**src/rtl/dra_pkg.sv**
```systemverilog
// Package for the decimal reciprocal accumulator: field widths, operation
// and status codes, defaults and the divider control word. No dependencies.
package dra_pkg;

   // Default sizes.
   localparam int FRACTION_DIGITS_DEF = 100;
   localparam int DIVISOR_BITS_DEF    = 20;

   // Fixed field widths.
   localparam int OPERATION_W = 2;
   localparam int POSITION_W  = 7;
   localparam int VALUE_W     = 16;
   localparam int STATUS_W    = 2;
   localparam int DIGIT_W     = 4;

   // Number base of the stored digits.
   localparam int RADIX = 10;

   // Operation codes.
   localparam logic [OPERATION_W-1:0] OP_ADD   = 2'd0;
   localparam logic [OPERATION_W-1:0] OP_READ  = 2'd1;
   localparam logic [OPERATION_W-1:0] OP_CLEAR = 2'd2;

   // Status codes.
   localparam logic [STATUS_W-1:0] ST_OK        = 2'd0;
   localparam logic [STATUS_W-1:0] ST_ZERO_DIV  = 2'd1;
   localparam logic [STATUS_W-1:0] ST_SATURATED = 2'd2;

   // Control word from the sequencer to the long-division unit.
   typedef struct packed {
      logic load;
      logic step;
   } div_ctrl_type;

endpackage

```
**src/rtl/dra_ram.sv**
```systemverilog
// Simple dual-port synchronous RAM with a registered read port.
// Depends on nothing; used for the quotient and fraction digit stores.
module dra_ram #(
   parameter int DEPTH = 100,
   parameter int WIDTH = 4,
   localparam int AW = $clog2(DEPTH)
) (
   input  logic             clock,
   input  logic             wr_en,
   input  logic [AW-1:0]    wr_addr,
   input  logic [WIDTH-1:0] wr_data,
   input  logic             rd_en,
   input  logic [AW-1:0]    rd_addr,
   output logic [WIDTH-1:0] rd_data
);

   logic [WIDTH-1:0] mem_ff [DEPTH];
   logic [WIDTH-1:0] rd_data_ff;

   // Write port.
   always_ff @(posedge clock) begin
      if (wr_en) begin
         mem_ff[wr_addr] <= wr_data;
      end
   end

   // Read port, registered.
   always_ff @(posedge clock) begin
      if (rd_en) begin
         rd_data_ff <= mem_ff[rd_addr];
      end
   end

   assign rd_data = rd_data_ff;

endmodule

```
**src/rtl/dra_div_unit.sv**
```systemverilog
// Long-division digit generator: one decimal quotient digit of 1/n per step.
// Depends on dra_pkg for widths, the radix and the control word.
module dra_div_unit import dra_pkg::*; #(
   parameter int DIVISOR_BITS = DIVISOR_BITS_DEF
) (
   input  logic                    clock,
   input  div_ctrl_type            ctrl,
   input  logic [DIVISOR_BITS-1:0] divisor,
   output logic [DIGIT_W-1:0]      digit,
   output logic                    whole
);

   localparam int MW = DIVISOR_BITS + DIGIT_W;

   logic [MW-1:0]           mult_ff [1:RADIX-1];
   logic [MW-1:0]           mult_in [1:RADIX-1];
   logic [DIVISOR_BITS-1:0] rem_ff;
   logic [DIVISOR_BITS-1:0] rem_in;
   logic                    whole_ff;
   logic [MW-1:0]           rem_x10;
   logic [MW-1:0]           sub_sel;

   // Multiples of the divisor, formed once when a division starts.
   always_comb begin
      for (int k = 1; k < RADIX; k++) begin
         mult_in[k] = MW'(divisor) * MW'(k);
      end
   end

   // One digit step: scale the remainder by ten and pick the largest
   // multiple that still fits.
   always_comb begin
      rem_x10 = (MW'(rem_ff) << 3) + (MW'(rem_ff) << 1);
      digit   = '0;
      sub_sel = '0;
      for (int k = 1; k < RADIX; k++) begin
         if (rem_x10 >= mult_ff[k]) begin
            digit   = DIGIT_W'(k);
            sub_sel = mult_ff[k];
         end
      end
      rem_in = DIVISOR_BITS'(rem_x10 - sub_sel);
   end

   // A divisor of one gives a whole unit and a zero remainder; any larger
   // divisor starts with a remainder of one.
   always_ff @(posedge clock) begin
      if (ctrl.load) begin
         mult_ff  <= mult_in;
         rem_ff   <= DIVISOR_BITS'(divisor != DIVISOR_BITS'(1));
         whole_ff <= (divisor == DIVISOR_BITS'(1));
      end else if (ctrl.step) begin
         rem_ff <= rem_in;
      end
   end

   assign whole = whole_ff;

endmodule

```
**src/rtl/decimal_reciprocal_accumulator.sv**
```systemverilog
// Add: one division pass writes the quotient RAM a digit per cycle, then one
// carry pass reads both digit RAMs a digit per cycle, then the integer part is
// updated. Read of a fractional digit: one RAM read. Clear, zero divisor and
// unused codes go straight to the response. One word in flight; the next is
// accepted once the result sits in the output register.
// Reset (synchronous) clears the sequencer, integer part and digit valid bits.
module decimal_reciprocal_accumulator import dra_pkg::*; #(
   parameter int FRACTION_DIGITS = FRACTION_DIGITS_DEF,
   parameter int DIVISOR_BITS    = DIVISOR_BITS_DEF
) (
   input  logic                    clock,
   input  logic                    reset,
   input  logic                    req_valid,
   output logic                    req_ready,
   input  logic [OPERATION_W-1:0]  req_operation,
   input  logic [DIVISOR_BITS-1:0] req_divisor,
   input  logic [POSITION_W-1:0]   req_position,
   output logic                    rsp_valid,
   input  logic                    rsp_ready,
   output logic [VALUE_W-1:0]      rsp_value,
   output logic [STATUS_W-1:0]     rsp_status
);

   localparam int AW = $clog2(FRACTION_DIGITS);
   localparam logic [AW-1:0] LAST_IDX = AW'(FRACTION_DIGITS - 1);

   typedef enum logic [2:0] {
      S_IDLE,
      S_DIV,
      S_ACC,
      S_INT,
      S_READ,
      S_RESP
   } state_type;

   state_type                  state_ff, state_in;
   logic [AW-1:0]              idx_ff, idx_in;
   logic [AW-1:0]              wr_idx_ff, wr_idx_in;
   logic                       inflight_ff, inflight_in;
   logic                       issued_ff, issued_in;
   logic                       carry_ff, carry_in;
   logic [VALUE_W-1:0]         int_ff, int_in;
   logic [FRACTION_DIGITS-1:0] valid_ff, valid_in;
   logic                       rd_valid_ff, rd_valid_in;
   logic [VALUE_W-1:0]         res_value_ff, res_value_in;
   logic [STATUS_W-1:0]        res_status_ff, res_status_in;
   logic                       rsp_valid_ff, rsp_valid_in;
   logic [VALUE_W-1:0]         rsp_value_ff, rsp_value_in;
   logic [STATUS_W-1:0]        rsp_status_ff, rsp_status_in;

   logic                req_fire;
   div_ctrl_type        div_ctrl;
   logic [DIGIT_W-1:0]  div_digit;
   logic                div_whole;
   logic                quot_wr_en;
   logic                quot_rd_en;
   logic [DIGIT_W-1:0]  quot_q;
   logic                frac_wr_en;
   logic [AW-1:0]       frac_wr_addr;
   logic [DIGIT_W-1:0]  frac_wr_data;
   logic                frac_rd_en;
   logic [AW-1:0]       frac_rd_addr;
   logic [DIGIT_W-1:0]  frac_q;
   logic [DIGIT_W-1:0]  frac_digit;
   logic [DIGIT_W:0]    acc_sum;
   logic [VALUE_W:0]    int_sum;

   // Long division of one by the divisor.
   dra_div_unit #(
      .DIVISOR_BITS (DIVISOR_BITS)
   ) u_div (
      .clock   (clock),
      .ctrl    (div_ctrl),
      .divisor (req_divisor),
      .digit   (div_digit),
      .whole   (div_whole)
   );

   // Quotient digits, most significant first.
   dra_ram #(
      .DEPTH (FRACTION_DIGITS),
      .WIDTH (DIGIT_W)
   ) u_quot_ram (
      .clock   (clock),
      .wr_en   (quot_wr_en),
      .wr_addr (idx_ff),
      .wr_data (div_digit),
      .rd_en   (quot_rd_en),
      .rd_addr (idx_ff),
      .rd_data (quot_q)
   );

   // Accumulated fractional digits.
   dra_ram #(
      .DEPTH (FRACTION_DIGITS),
      .WIDTH (DIGIT_W)
   ) u_frac_ram (
      .clock   (clock),
      .wr_en   (frac_wr_en),
      .wr_addr (frac_wr_addr),
      .wr_data (frac_wr_data),
      .rd_en   (frac_rd_en),
      .rd_addr (frac_rd_addr),
      .rd_data (frac_q)
   );

   assign req_ready = (state_ff == S_IDLE);
   assign req_fire  = req_valid && req_ready;

   // A digit never written since reset or clear reads as zero.
   assign frac_digit = rd_valid_ff ? frac_q : '0;
   assign acc_sum    = (DIGIT_W+1)'(frac_digit) + (DIGIT_W+1)'(quot_q)
                     + (DIGIT_W+1)'(carry_ff);
   assign int_sum    = (VALUE_W+1)'(int_ff) + (VALUE_W+1)'(div_whole)
                     + (VALUE_W+1)'(carry_ff);

   // Sequencer: next-state and datapath control.
   always_comb begin
      state_in      = state_ff;
      idx_in        = idx_ff;
      wr_idx_in     = wr_idx_ff;
      inflight_in   = inflight_ff;
      issued_in     = issued_ff;
      carry_in      = carry_ff;
      int_in        = int_ff;
      valid_in      = valid_ff;
      rd_valid_in   = rd_valid_ff;
      res_value_in  = res_value_ff;
      res_status_in = res_status_ff;
      rsp_valid_in  = rsp_valid_ff && !rsp_ready;
      rsp_value_in  = rsp_value_ff;
      rsp_status_in = rsp_status_ff;
      div_ctrl      = '0;
      quot_wr_en    = 1'b0;
      quot_rd_en    = 1'b0;
      frac_wr_en    = 1'b0;
      frac_wr_addr  = wr_idx_ff;
      frac_wr_data  = '0;
      frac_rd_en    = 1'b0;
      frac_rd_addr  = idx_ff;

      unique case (state_ff)
         S_IDLE: begin
            if (req_fire) begin
               res_value_in  = '0;
               res_status_in = ST_OK;
               state_in      = S_RESP;
               case (req_operation)
                  OP_ADD: begin
                     if (req_divisor == '0) begin
                        res_status_in = ST_ZERO_DIV;
                     end else begin
                        div_ctrl.load = 1'b1;
                        idx_in        = '0;
                        state_in      = S_DIV;
                     end
                  end
                  OP_READ: begin
                     if (req_position == '0) begin
                        res_value_in = int_ff;
                     end else if (int'(req_position) <= FRACTION_DIGITS) begin
                        frac_rd_en   = 1'b1;
                        frac_rd_addr = AW'(POSITION_W'(req_position - 1'b1));
                        state_in     = S_READ;
                     end
                  end
                  OP_CLEAR: begin
                     valid_in = '0;
                     int_in   = '0;
                  end
                  default: begin
                  end
               endcase
            end
         end

         // Division pass: one quotient digit per cycle into the RAM.
         S_DIV: begin
            div_ctrl.step = 1'b1;
            quot_wr_en    = 1'b1;
            if (idx_ff == LAST_IDX) begin
               inflight_in = 1'b0;
               issued_in   = 1'b0;
               carry_in    = 1'b0;
               state_in    = S_ACC;
            end else begin
               idx_in = idx_ff + 1'b1;
            end
         end

         // Carry pass: read digit i while digit i+1 is added and written.
         S_ACC: begin
            inflight_in = 1'b0;
            if (inflight_ff) begin
               frac_wr_en = 1'b1;
               carry_in   = (acc_sum >= (DIGIT_W+1)'(RADIX));
               if (acc_sum >= (DIGIT_W+1)'(RADIX)) begin
                  frac_wr_data = DIGIT_W'(acc_sum - (DIGIT_W+1)'(RADIX));
               end else begin
                  frac_wr_data = DIGIT_W'(acc_sum);
               end
               valid_in[wr_idx_ff] = 1'b1;
               if (wr_idx_ff == '0) begin
                  state_in = S_INT;
               end
            end
            if (!issued_ff) begin
               quot_rd_en  = 1'b1;
               frac_rd_en  = 1'b1;
               wr_idx_in   = idx_ff;
               inflight_in = 1'b1;
               if (idx_ff == '0) begin
                  issued_in = 1'b1;
               end else begin
                  idx_in = idx_ff - 1'b1;
               end
            end
         end

         // Integer part takes the whole unit and the final carry.
         S_INT: begin
            if (int_sum[VALUE_W]) begin
               int_in        = '1;
               res_status_in = ST_SATURATED;
            end else begin
               int_in        = int_sum[VALUE_W-1:0];
               res_status_in = ST_OK;
            end
            state_in = S_RESP;
         end

         S_READ: begin
            res_value_in = VALUE_W'(frac_digit);
            state_in     = S_RESP;
         end

         // Hand the result to the output register once it is free.
         S_RESP: begin
            if (!rsp_valid_ff || rsp_ready) begin
               rsp_valid_in  = 1'b1;
               rsp_value_in  = res_value_ff;
               rsp_status_in = res_status_ff;
               state_in      = S_IDLE;
            end
         end

         default: begin
            state_in = S_IDLE;
         end
      endcase

      if (frac_rd_en) begin
         rd_valid_in = valid_ff[frac_rd_addr];
      end
   end

   // State and registered outputs.
   always_ff @(posedge clock) begin
      if (reset) begin
         state_ff     <= S_IDLE;
         inflight_ff  <= 1'b0;
         issued_ff    <= 1'b0;
         int_ff       <= '0;
         valid_ff     <= '0;
         rsp_valid_ff <= 1'b0;
      end else begin
         state_ff      <= state_in;
         idx_ff        <= idx_in;
         wr_idx_ff     <= wr_idx_in;
         inflight_ff   <= inflight_in;
         issued_ff     <= issued_in;
         carry_ff      <= carry_in;
         int_ff        <= int_in;
         valid_ff      <= valid_in;
         rd_valid_ff   <= rd_valid_in;
         res_value_ff  <= res_value_in;
         res_status_ff <= res_status_in;
         rsp_valid_ff  <= rsp_valid_in;
         rsp_value_ff  <= rsp_value_in;
         rsp_status_ff <= rsp_status_in;
      end
   end

   assign rsp_valid  = rsp_valid_ff;
   assign rsp_value  = rsp_value_ff;
   assign rsp_status = rsp_status_ff;

endmodule

```
**config.mk**
```make
export PLATFORM = sky130hd
export DESIGN_NAME = decimal_reciprocal_accumulator
export DESIGN_NICKNAME = d
export VERILOG_FILES = /design/src/rtl/dra_pkg.sv /design/src/rtl/dra_ram.sv /design/src/rtl/dra_div_unit.sv /design/src/rtl/decimal_reciprocal_accumulator.sv
export SDC_FILE = /design/constraint.sdc
export NUM_CORES = 2
export LEC_CHECK = 0
export BUFFER_PORTS_ARGS = -buffer_cell sky130_fd_sc_hd__buf_2
export CELL_PAD_IN_SITES_DETAIL_PLACEMENT = 1
export CELL_PAD_IN_SITES_GLOBAL_PLACEMENT = 1
export CORE_MARGIN = 5
export CORE_UTILIZATION = 46
export CTS_CLUSTER_SIZE = 16
export DETAILED_ROUTE_END_ITERATION = 12
export HOLD_SLACK_MARGIN = 0.12
export PLACE_DENSITY_LB_ADDON = 0.1
export SLEW_MARGIN = 20
export SYNTH_ARGS = -nofsm -noshare
export SYNTH_HDL_FRONTEND = slang
export SYNTH_SLANG_ARGS = --single-unit
```
**constraint.sdc**
```tcl
create_clock -name clock -period 18.7 [get_ports clock]
set_clock_uncertainty 0.2 [all_clocks]
set_input_delay 2.805 -clock clock [delete_from_list [all_inputs] [get_ports clock]]
set_output_delay 2.805 -clock clock [all_outputs]
set_load 0.1 [all_outputs]
```
**After elaboration in Yosys (flattened, before gate mapping)**

Memories as Yosys holds them, arrays and structs flattened. A register that Yosys moved wholly into a read port is not among the register bits.
Index checks and enable logic that the tools add are counted.

- Logic and storage cells: 202
- Input port bits: 33
- Memories kept: 2
- Output and inout port bits: 20
- RAM bits: 800
- Register bits after elaboration: 329

- Multipliers: 5
- Muxes and demuxes: 94
- $lt $le $gt $ge: 14
- Add/subtract/negate cells: 10
- Eq/ne operators: 21
- Reduce and logical (&&, ||, !) cells: 30
- Bitwise operators: 3

Memories:

| memory | depth | width | rd ports | clocked after Yosys merged registers in | write ports | line | text |
|---|---|---|---|---|---|---|---|
| u_frac_ram.mem_ff | 100 | 4 | 1 | 1 | 1 | dra_ram.sv:17 | `logic [WIDTH-1:0] mem_ff [DEPTH];` |
| u_quot_ram.mem_ff | 100 | 4 | 1 | 1 | 1 | dra_ram.sv:17 |  |

Operators by type and width:

| cell | count |
|---|---|
| 100-bit 2-to-1 mux | 3 |
| 100-bit one-hot mux with 2 select lines | 1 |
| 20-bit 2-to-1 mux | 9 |
| 100-bit bitwise OR | 1 |
| 24-bit by 23-bit greater-or-equal comparator with 1-bit output | 4 |
| 16-bit 2-to-1 mux | 6 |
| 7-bit 2-to-1 mux | 11 |
| 16-bit one-hot mux with 2 select lines | 2 |
| 24-bit by 22-bit greater-or-equal comparator with 1-bit output | 2 |
| 20-bit by 3-bit multiplier with 23-bit output (second input constant) | 2 |
| 20-bit by 2-bit multiplier with 22-bit output (second input constant) | 2 |
| 1-bit 2-to-1 mux | 32 |
| 3-bit 2-to-1 mux | 10 |
| 23-bit by 21-bit adder with 24-bit output | 1 |
| 24-bit by 20-bit greater-or-equal comparator with 1-bit output | 1 |
| 24-bit by 21-bit greater-or-equal comparator with 1-bit output | 1 |
| 24-bit greater-or-equal comparator | 1 |
| 20-bit by 4-bit multiplier with 24-bit output (second input constant) | 1 |
| 4-bit 2-to-1 mux | 6 |
| 7-bit logical NOT | 3 |
| 7-bit one-hot mux with 3 select lines | 1 |
| 20-bit by 1-bit equality test with 1-bit output (second input constant) | 1 |
| 20-bit logical NOT | 1 |
| 20-bit by 1-bit inequality test with 1-bit output (second input constant) | 1 |
| other kinds (41) | 74 |

**Depth between registers and ports, before layout**

- Depth after elaboration: 14
- Depth in mapped cells: 40
- Depth with buffers taken out: 39

**Modules after synthesis**

From an unflattened synthesis, not the netlist that was laid out.

- Cell total of the unflattened synthesis: 4276
- Area total of the unflattened synthesis: 55751.0 um^2

By module, submodules not included:

| module | area an instance (um^2) | sequential area each (um^2) | cells each | times used |
|---|---|---|---|---|
| dra_ram | 15950.3 | 12131.6 | 801 | 2 |
| dra_div_unit | 15786.4 | 3563.4 | 1812 | 1 |
| decimal_reciprocal_accumulator | 8064.0 | 4003.8 | 862 | 1 |

**Least setup slack after synthesis**

OpenSTA, ideal clock, no wires.

- Kind: register to register
- From: register u_div.rem_ff[1]
- To: register u_div.rem_ff[18]
- Path slack: 10069 ps
- Period minus slack after synthesis: 8631 ps
- Stages on the path, launching flop included: 35
- Setup time: 127 ps
- Buffers on the path: 0
- Required time: 18373 ps
- Arrival: 8304 ps
- Cell sequence: dfxtp_1 > inv_1 > fa_1 > nor2b_1 > o31a_1 > or3_1 > and2_1 > o21ai_0 > a21boi_0 > nor2_1 > xnor2_1 > ha_1 > and3_1 > and3_1 > a211oi_1 > nor2_1 > a41oi_1 > o211ai_1 > a211o_1 > o211ai_2 > and2_1 > fa_1 > nor2b_1 > o21ai_1 > a21oi_1 > o21ai_1 > a21boi_0 > o21ai_1 > a21oi_1 > o41ai_1 > o21ai_0 > or4_1 > a31oi_1 > xor2_1 > o21ai_1

- Word-level cells in the longest chain between the ends: 12
- Elaborated cells between the ends (all ways): 20
- Classes of those cells: add/sub: 2; order compare: 9; mux: 9

RTL lines:

| element | line | text |
|---|---|---|
| from (decl) | dra_div_unit.sv:17 | `logic [DIVISOR_BITS-1:0] rem_ff;` |
| from (signal assigned) | dra_div_unit.sv:50 | `rem_ff <= DIVISOR_BITS'(divisor != DIVISOR_BITS'(1));` |
| from (signal assigned) | dra_div_unit.sv:53 | `rem_ff <= rem_in;` |
| 23-bit by 21-bit adder with 24-bit output (*) | dra_div_unit.sv:33 | `rem_x10 = (MW'(rem_ff) << 3) + (MW'(rem_ff) << 1);` |
| 24-bit by 20-bit greater-or-equal comparator with 1-bit output | dra_div_unit.sv:37 | `if (rem_x10 >= mult_ff[k]) begin` |
| 20-bit 2-to-1 mux (9 in a row) | dra_div_unit.sv:37 |  |
| 20-bit subtractor (*) | dra_div_unit.sv:42 | `rem_in = DIVISOR_BITS'(rem_x10 - sub_sel);` |

Mark *: on every way between the ends. The rest lies on a longest branch, timed or not.
A chain may end at the register's enable or synchronous reset.

**Worst setup path in the final report**

Ends and elaborated chain as after synthesis.

==> results.md <==
Run status:
- The flow ran to the end, and the final reports show no timing, DRC or antenna violations.

Synthesis:
- The adder-cell share of the synthesized area is 9.09%.
- After synthesis, the largest family of logic cells by area is compound AO/OA/AOI/OAI gates.
- Summing the areas of all compound-gate instances in the mapped netlist gives 13.0% of the synthesized area.
- The sequential share of the synthesized area is 58.2%.
- The net count of the mapped netlist is 4667.
- The fraction of synthesis flops using an asynchronous set or reset pin is 0%.
- In this run, synthesis produced a sequential element count of 1107.
- Of the post-synthesis cell area, the part taken by muxes is 6.60%.
- The number of unique standard cell types used by synthesis is 95.
- In this run the cell area of the synthesized design comes to 0.0547 sq mm.
- The mean instance size in the synthesized netlist is 12.9 sq um.
- The count of yosys warnings during synthesis is 0.
- Of the total synthesized cell area, the portion taken by AND, OR, NAND and NOR gates is 8.56%.
- In the synthesized netlist the dominant register cell turns out to be edfxtp_1.
- The post-synthesis instance total is 4254.
- The xor and xnor area share after synthesis is 1.57%.
- Yosys mapped a number of flops with a built-in enable equal to 966.

Setup path:
- The critical path capture point type is a flip-flop.
- The cell at the slowest stage of the critical path is dfxtp_1.
- The cell that appears most often on the critical path is o21ai_1.
- At the worst endpoint, the arrival time is 9.83 ns.
- In this design, the stage delay of the slowest critical-path cell is 0.64 ns.
- The sort of element at the start of the critical path is a flip-flop.
- In this run the worst path has a maximum fanout of 21.
- The critical path is of the reg -> reg type.
- The data required time at the worst endpoint is 19.10 ns.

Detailed routing:
- The pre-antenna-repair detailed-routing pass consisted of 5 iterations.
- In the routed layout, each cell is associated on average with a via count of 6.05.
- After detailed routing, the total wire length is 154000 microns.
- The overall via count from detail_route is 35900.
- In the final routed layout, each cell accounts on average for 25.9 microns.
- The number of design-rule violations left by the first detailed-router iteration is 2646.
- In the routed design, unresolved DRC markers number 0.
- The detail route stage leaves a number of antenna-violating nets equal to 0.

STA:
- The total count of hold-check failures in the final report is 0.
- The final number of setup-violating endpoints is 0.
- For the final routed database, the setup TNS stands at 0 ns.
- The transition time at the pin with the least slew margin is 1.14 ns.
- Timing would allow up to 106 MHz.
- Setup repair after global routing left no endpoint under its margin.
- Hold is met by 0.211 ns.
- The final-report max-slew violation count was 0.
- The slack of the critical path is 9.26 ns.
- The final critical-path required period is 9.44 ns.
- The post-route fraction of the period consumed by the critical path is 50.5%.
- In this run the tightest slew margin relative to its limit is 23.8%.

Global routing:
- In the global route stage, met3 resource usage came out at 3.86%.
- The wire length of the first global-routing pass is 234000 microns.
- Global routing finished with a remaining overflow of 0.
- Across every metal layer, demand over resource in global routing totals 24.1%.
- Entering global routing, the biggest net connects 103 pins.
- The number of global-route vias before repair is 37500.
- The initial antenna violation count is 12.
- The met2 track demand over resource in global routing is 39.4%.
- The global routing stage identified its most utilized layer as met2.
- The global-route met1 utilization is 33.8%.

Floorplan:
- The floorplan has 126 rows.
- The overall die area is 0.126 sq mm.
- The initial utilization of the core area, before any placement, comes to 46.3%.
- Pin placement for this block handled 53 I/O pins.
- The chip height is 355 microns.
- Measured along the x axis, the die boundary spans 355 microns.
- The area of the core is 0.118 sq mm.

Layout:
- The library cells used most frequently in the layout, excluding fill and tap cells, are edfxtp_1 (966), nor2_1 (465), ha_1 (351).
- The finished layout holds 5937 standard cells, fillers aside.
- Cells with a size suffix above 1 make up 11.7% of the layout.
- The layout-stage area growth over the synthesis result is 10.5%.
- The library cell used most frequently in the layout, excluding fill and tap cells, is edfxtp_1.
- Measured on the finished design, the core utilization comes to 51.2%.
- The final-stage net count is 4715.

Clocking:
- The quantity of hold-fixing buffers added after cts is 0.
- The clock tree from TritonCTS is yes.
- The clock root buffer master is clkbuf_16.
- The clock insertion delay at the later pin of the skew report is 0.73 ns.
- The maximum buffer depth of the clock tree is 3.
- Post-CTS timing repair inserted 0 buffers for setup.
- The number of gates resized after CTS is 0.
- The number of levels in the clock H-tree is 3.
- For this design, the sink count on the clock tree is 1107.
- After clock tree synthesis, the clock-pin slew on the worst setup and hold paths is 0.06 ns.
- The number of buffers created by CTS is 117.

Placement:
- The total instance count after detailed placement is 5717.
- Once detailed placement completed, the half-perimeter wirelength came to 103000 microns.
- The last weighted congestion value of the routability-driven placer is 0.874.
- The pre-CTS setup slack is 9.03 ns.
- The count of buffers inserted at the top-level ports is 52.

Job:
- Max-cap violations in this run came to 0.

Pwr:
- The maximum resistive drop on vdd is 358 uV.
- The leakage component of the power is 21.2 nW.
- The power per standard cell area is 191 mW/mm^2.

Hold path:
- The type of the tightest min-delay check is reg -> reg.
## kinds of logic after synthesis
| kind of cell | Yosys count |
|---|---|
| DFF | 1107 |
| and+or+nand+nor | 1014 |
| muxes | 192 |
| xor gates and xnor gates | 98 |
| adders and majority gates | 380 |
| AOI/OAI and AO/OA | 1072 |
| buffers and inverters | 391 |
## power breakdown
part	switching, W	internal [W]
registers	0.0000853	0.00349
clock network	0.000972	0.00126
logic	0.00378	0.00199
total	0.00484	0.00674
## worst max-delay path: cells and delay by family, from the launching register on
kind                       cells  cell delay, ns
xor gates and xnor gates       2            0.74
adders and majority gates      3            1.22
AOI/OAI and AO/OA             20            4.12
DFF                            1            0.64
buffers and inverters          2            0.39
and+or+nand+nor                9            2.03
## cell usage after synthesis, drive strengths merged, types with 9 or more instances
master	count	share of area, %
edfxtp	966	53
nor2	476	3.3
ha	351	8.0
a21oi	281	2.6
o21ai	207	1.9
inv	189	1.3
nand2	182	1.3
a22oi	162	2.2
dfxtp	141	5.2
clkbuf	132	0.91
mux4	130	5.4
xnor2	72	1.2
buf	70	0.80
a211oi	54	0.75
nand4	54	0.62
nor2b	52	0.59
nand3	51	0.48
a21o	49	0.67
nor3	46	0.42
o211ai	40	0.56
mux2i	33	0.60
and2	31	0.35
a31oi	30	0.35
fa	29	1.1
mux2	29	0.60
nand2b	29	0.33
xor2	26	0.42
a22o	24	0.38
o21a	22	0.30
a221oi	21	0.34
and3	20	0.23
o311ai	20	0.37
o41ai	20	0.32
a41oi	19	0.30
o311a	17	0.31
o21bai	14	0.20
a211o	13	0.21
nor4	13	0.16
or2	13	0.15
o22ai	12	0.14
or3	12	0.14
a21boi	11	0.15
and4	9	0.15
nand4b	9	0.14
## sequential cells by signal, summed over array words and instances (netlist names)
| signal | flops |
|---|---|
| carry_ff | 1 |
| res_value_ff | 16 |
| u_div.whole | 1 |
| u_frac_ram.mem_ff | 400 |
| u_div.mult_ff | 104 |
| inflight_ff | 1 |
| state_ff | 3 |
| rsp_valid | 1 |
| u_div.rem_ff | 20 |
| rsp_value | 16 |
| u_quot_ram.mem_ff | 400 |
| idx_ff | 7 |
| int_ff | 16 |
| res_status_ff | 2 |
| u_frac_ram.rd_data | 4 |
| frac_wr_addr | 7 |
| rsp_status | 2 |
| u_quot_ram.rd_data | 4 |
| valid_ff | 100 |
| issued_ff | 1 |
| rd_valid_ff | 1 |
## per-layer routing
metal  share of wire (%)  routed length [microns]
met5               0.031                       48
met4                 2.8                     4290
met3                 5.3                     8200
met2                  47                    72800
met1                  45                    68700
## path summary, 6_finish.rpt
kind	start	endpoint	slack (ns)	cells after the start
setup / recovery	u_div.rem_ff[1]$_SDFFE_PP0P_	u_div.rem_ff[18]$_SDFFE_PP0P_	9.26	36
hold / removal	res_value_ff[6]$_SDFFCE_PP0P_	rsp_value[6]$_DFFE_PP_	0.21	0
setup reg to reg	u_div.rem_ff[1]$_SDFFE_PP0P_	u_div.rem_ff[18]$_SDFFE_PP0P_	9.26	36
hold reg to reg	res_value_ff[6]$_SDFFCE_PP0P_	rsp_value[6]$_DFFE_PP_	0.21	0
## per-stage QoR
step / total power (W) / cell area, sq um
global placement: 0.00925 / 56800
global route: 0.0123 / 60500
floorplan: 0.00748 / 54700
CTS: 0.0116 / 60400
finish: 0.0116 / 60500
detailed placement: 0.00937 / 56800
## area by class of cell
| type | count | area (sq um) |
|---|---|---|
| multi-input combinational | 2756 | 21500 |
| antenna | 2 | 5.00 |
| clock inverter | 57 | 469 |
| sequential | 1107 | 31800 |
| tap | 1536 | 1920 |
| fill | 11800 | 57600 |
| timing repair buffer | 131 | 890 |
| clock buffer | 159 | 3180 |
| inverter | 189 | 711 |
Note: power is estimated with default switching activity, not from simulation.
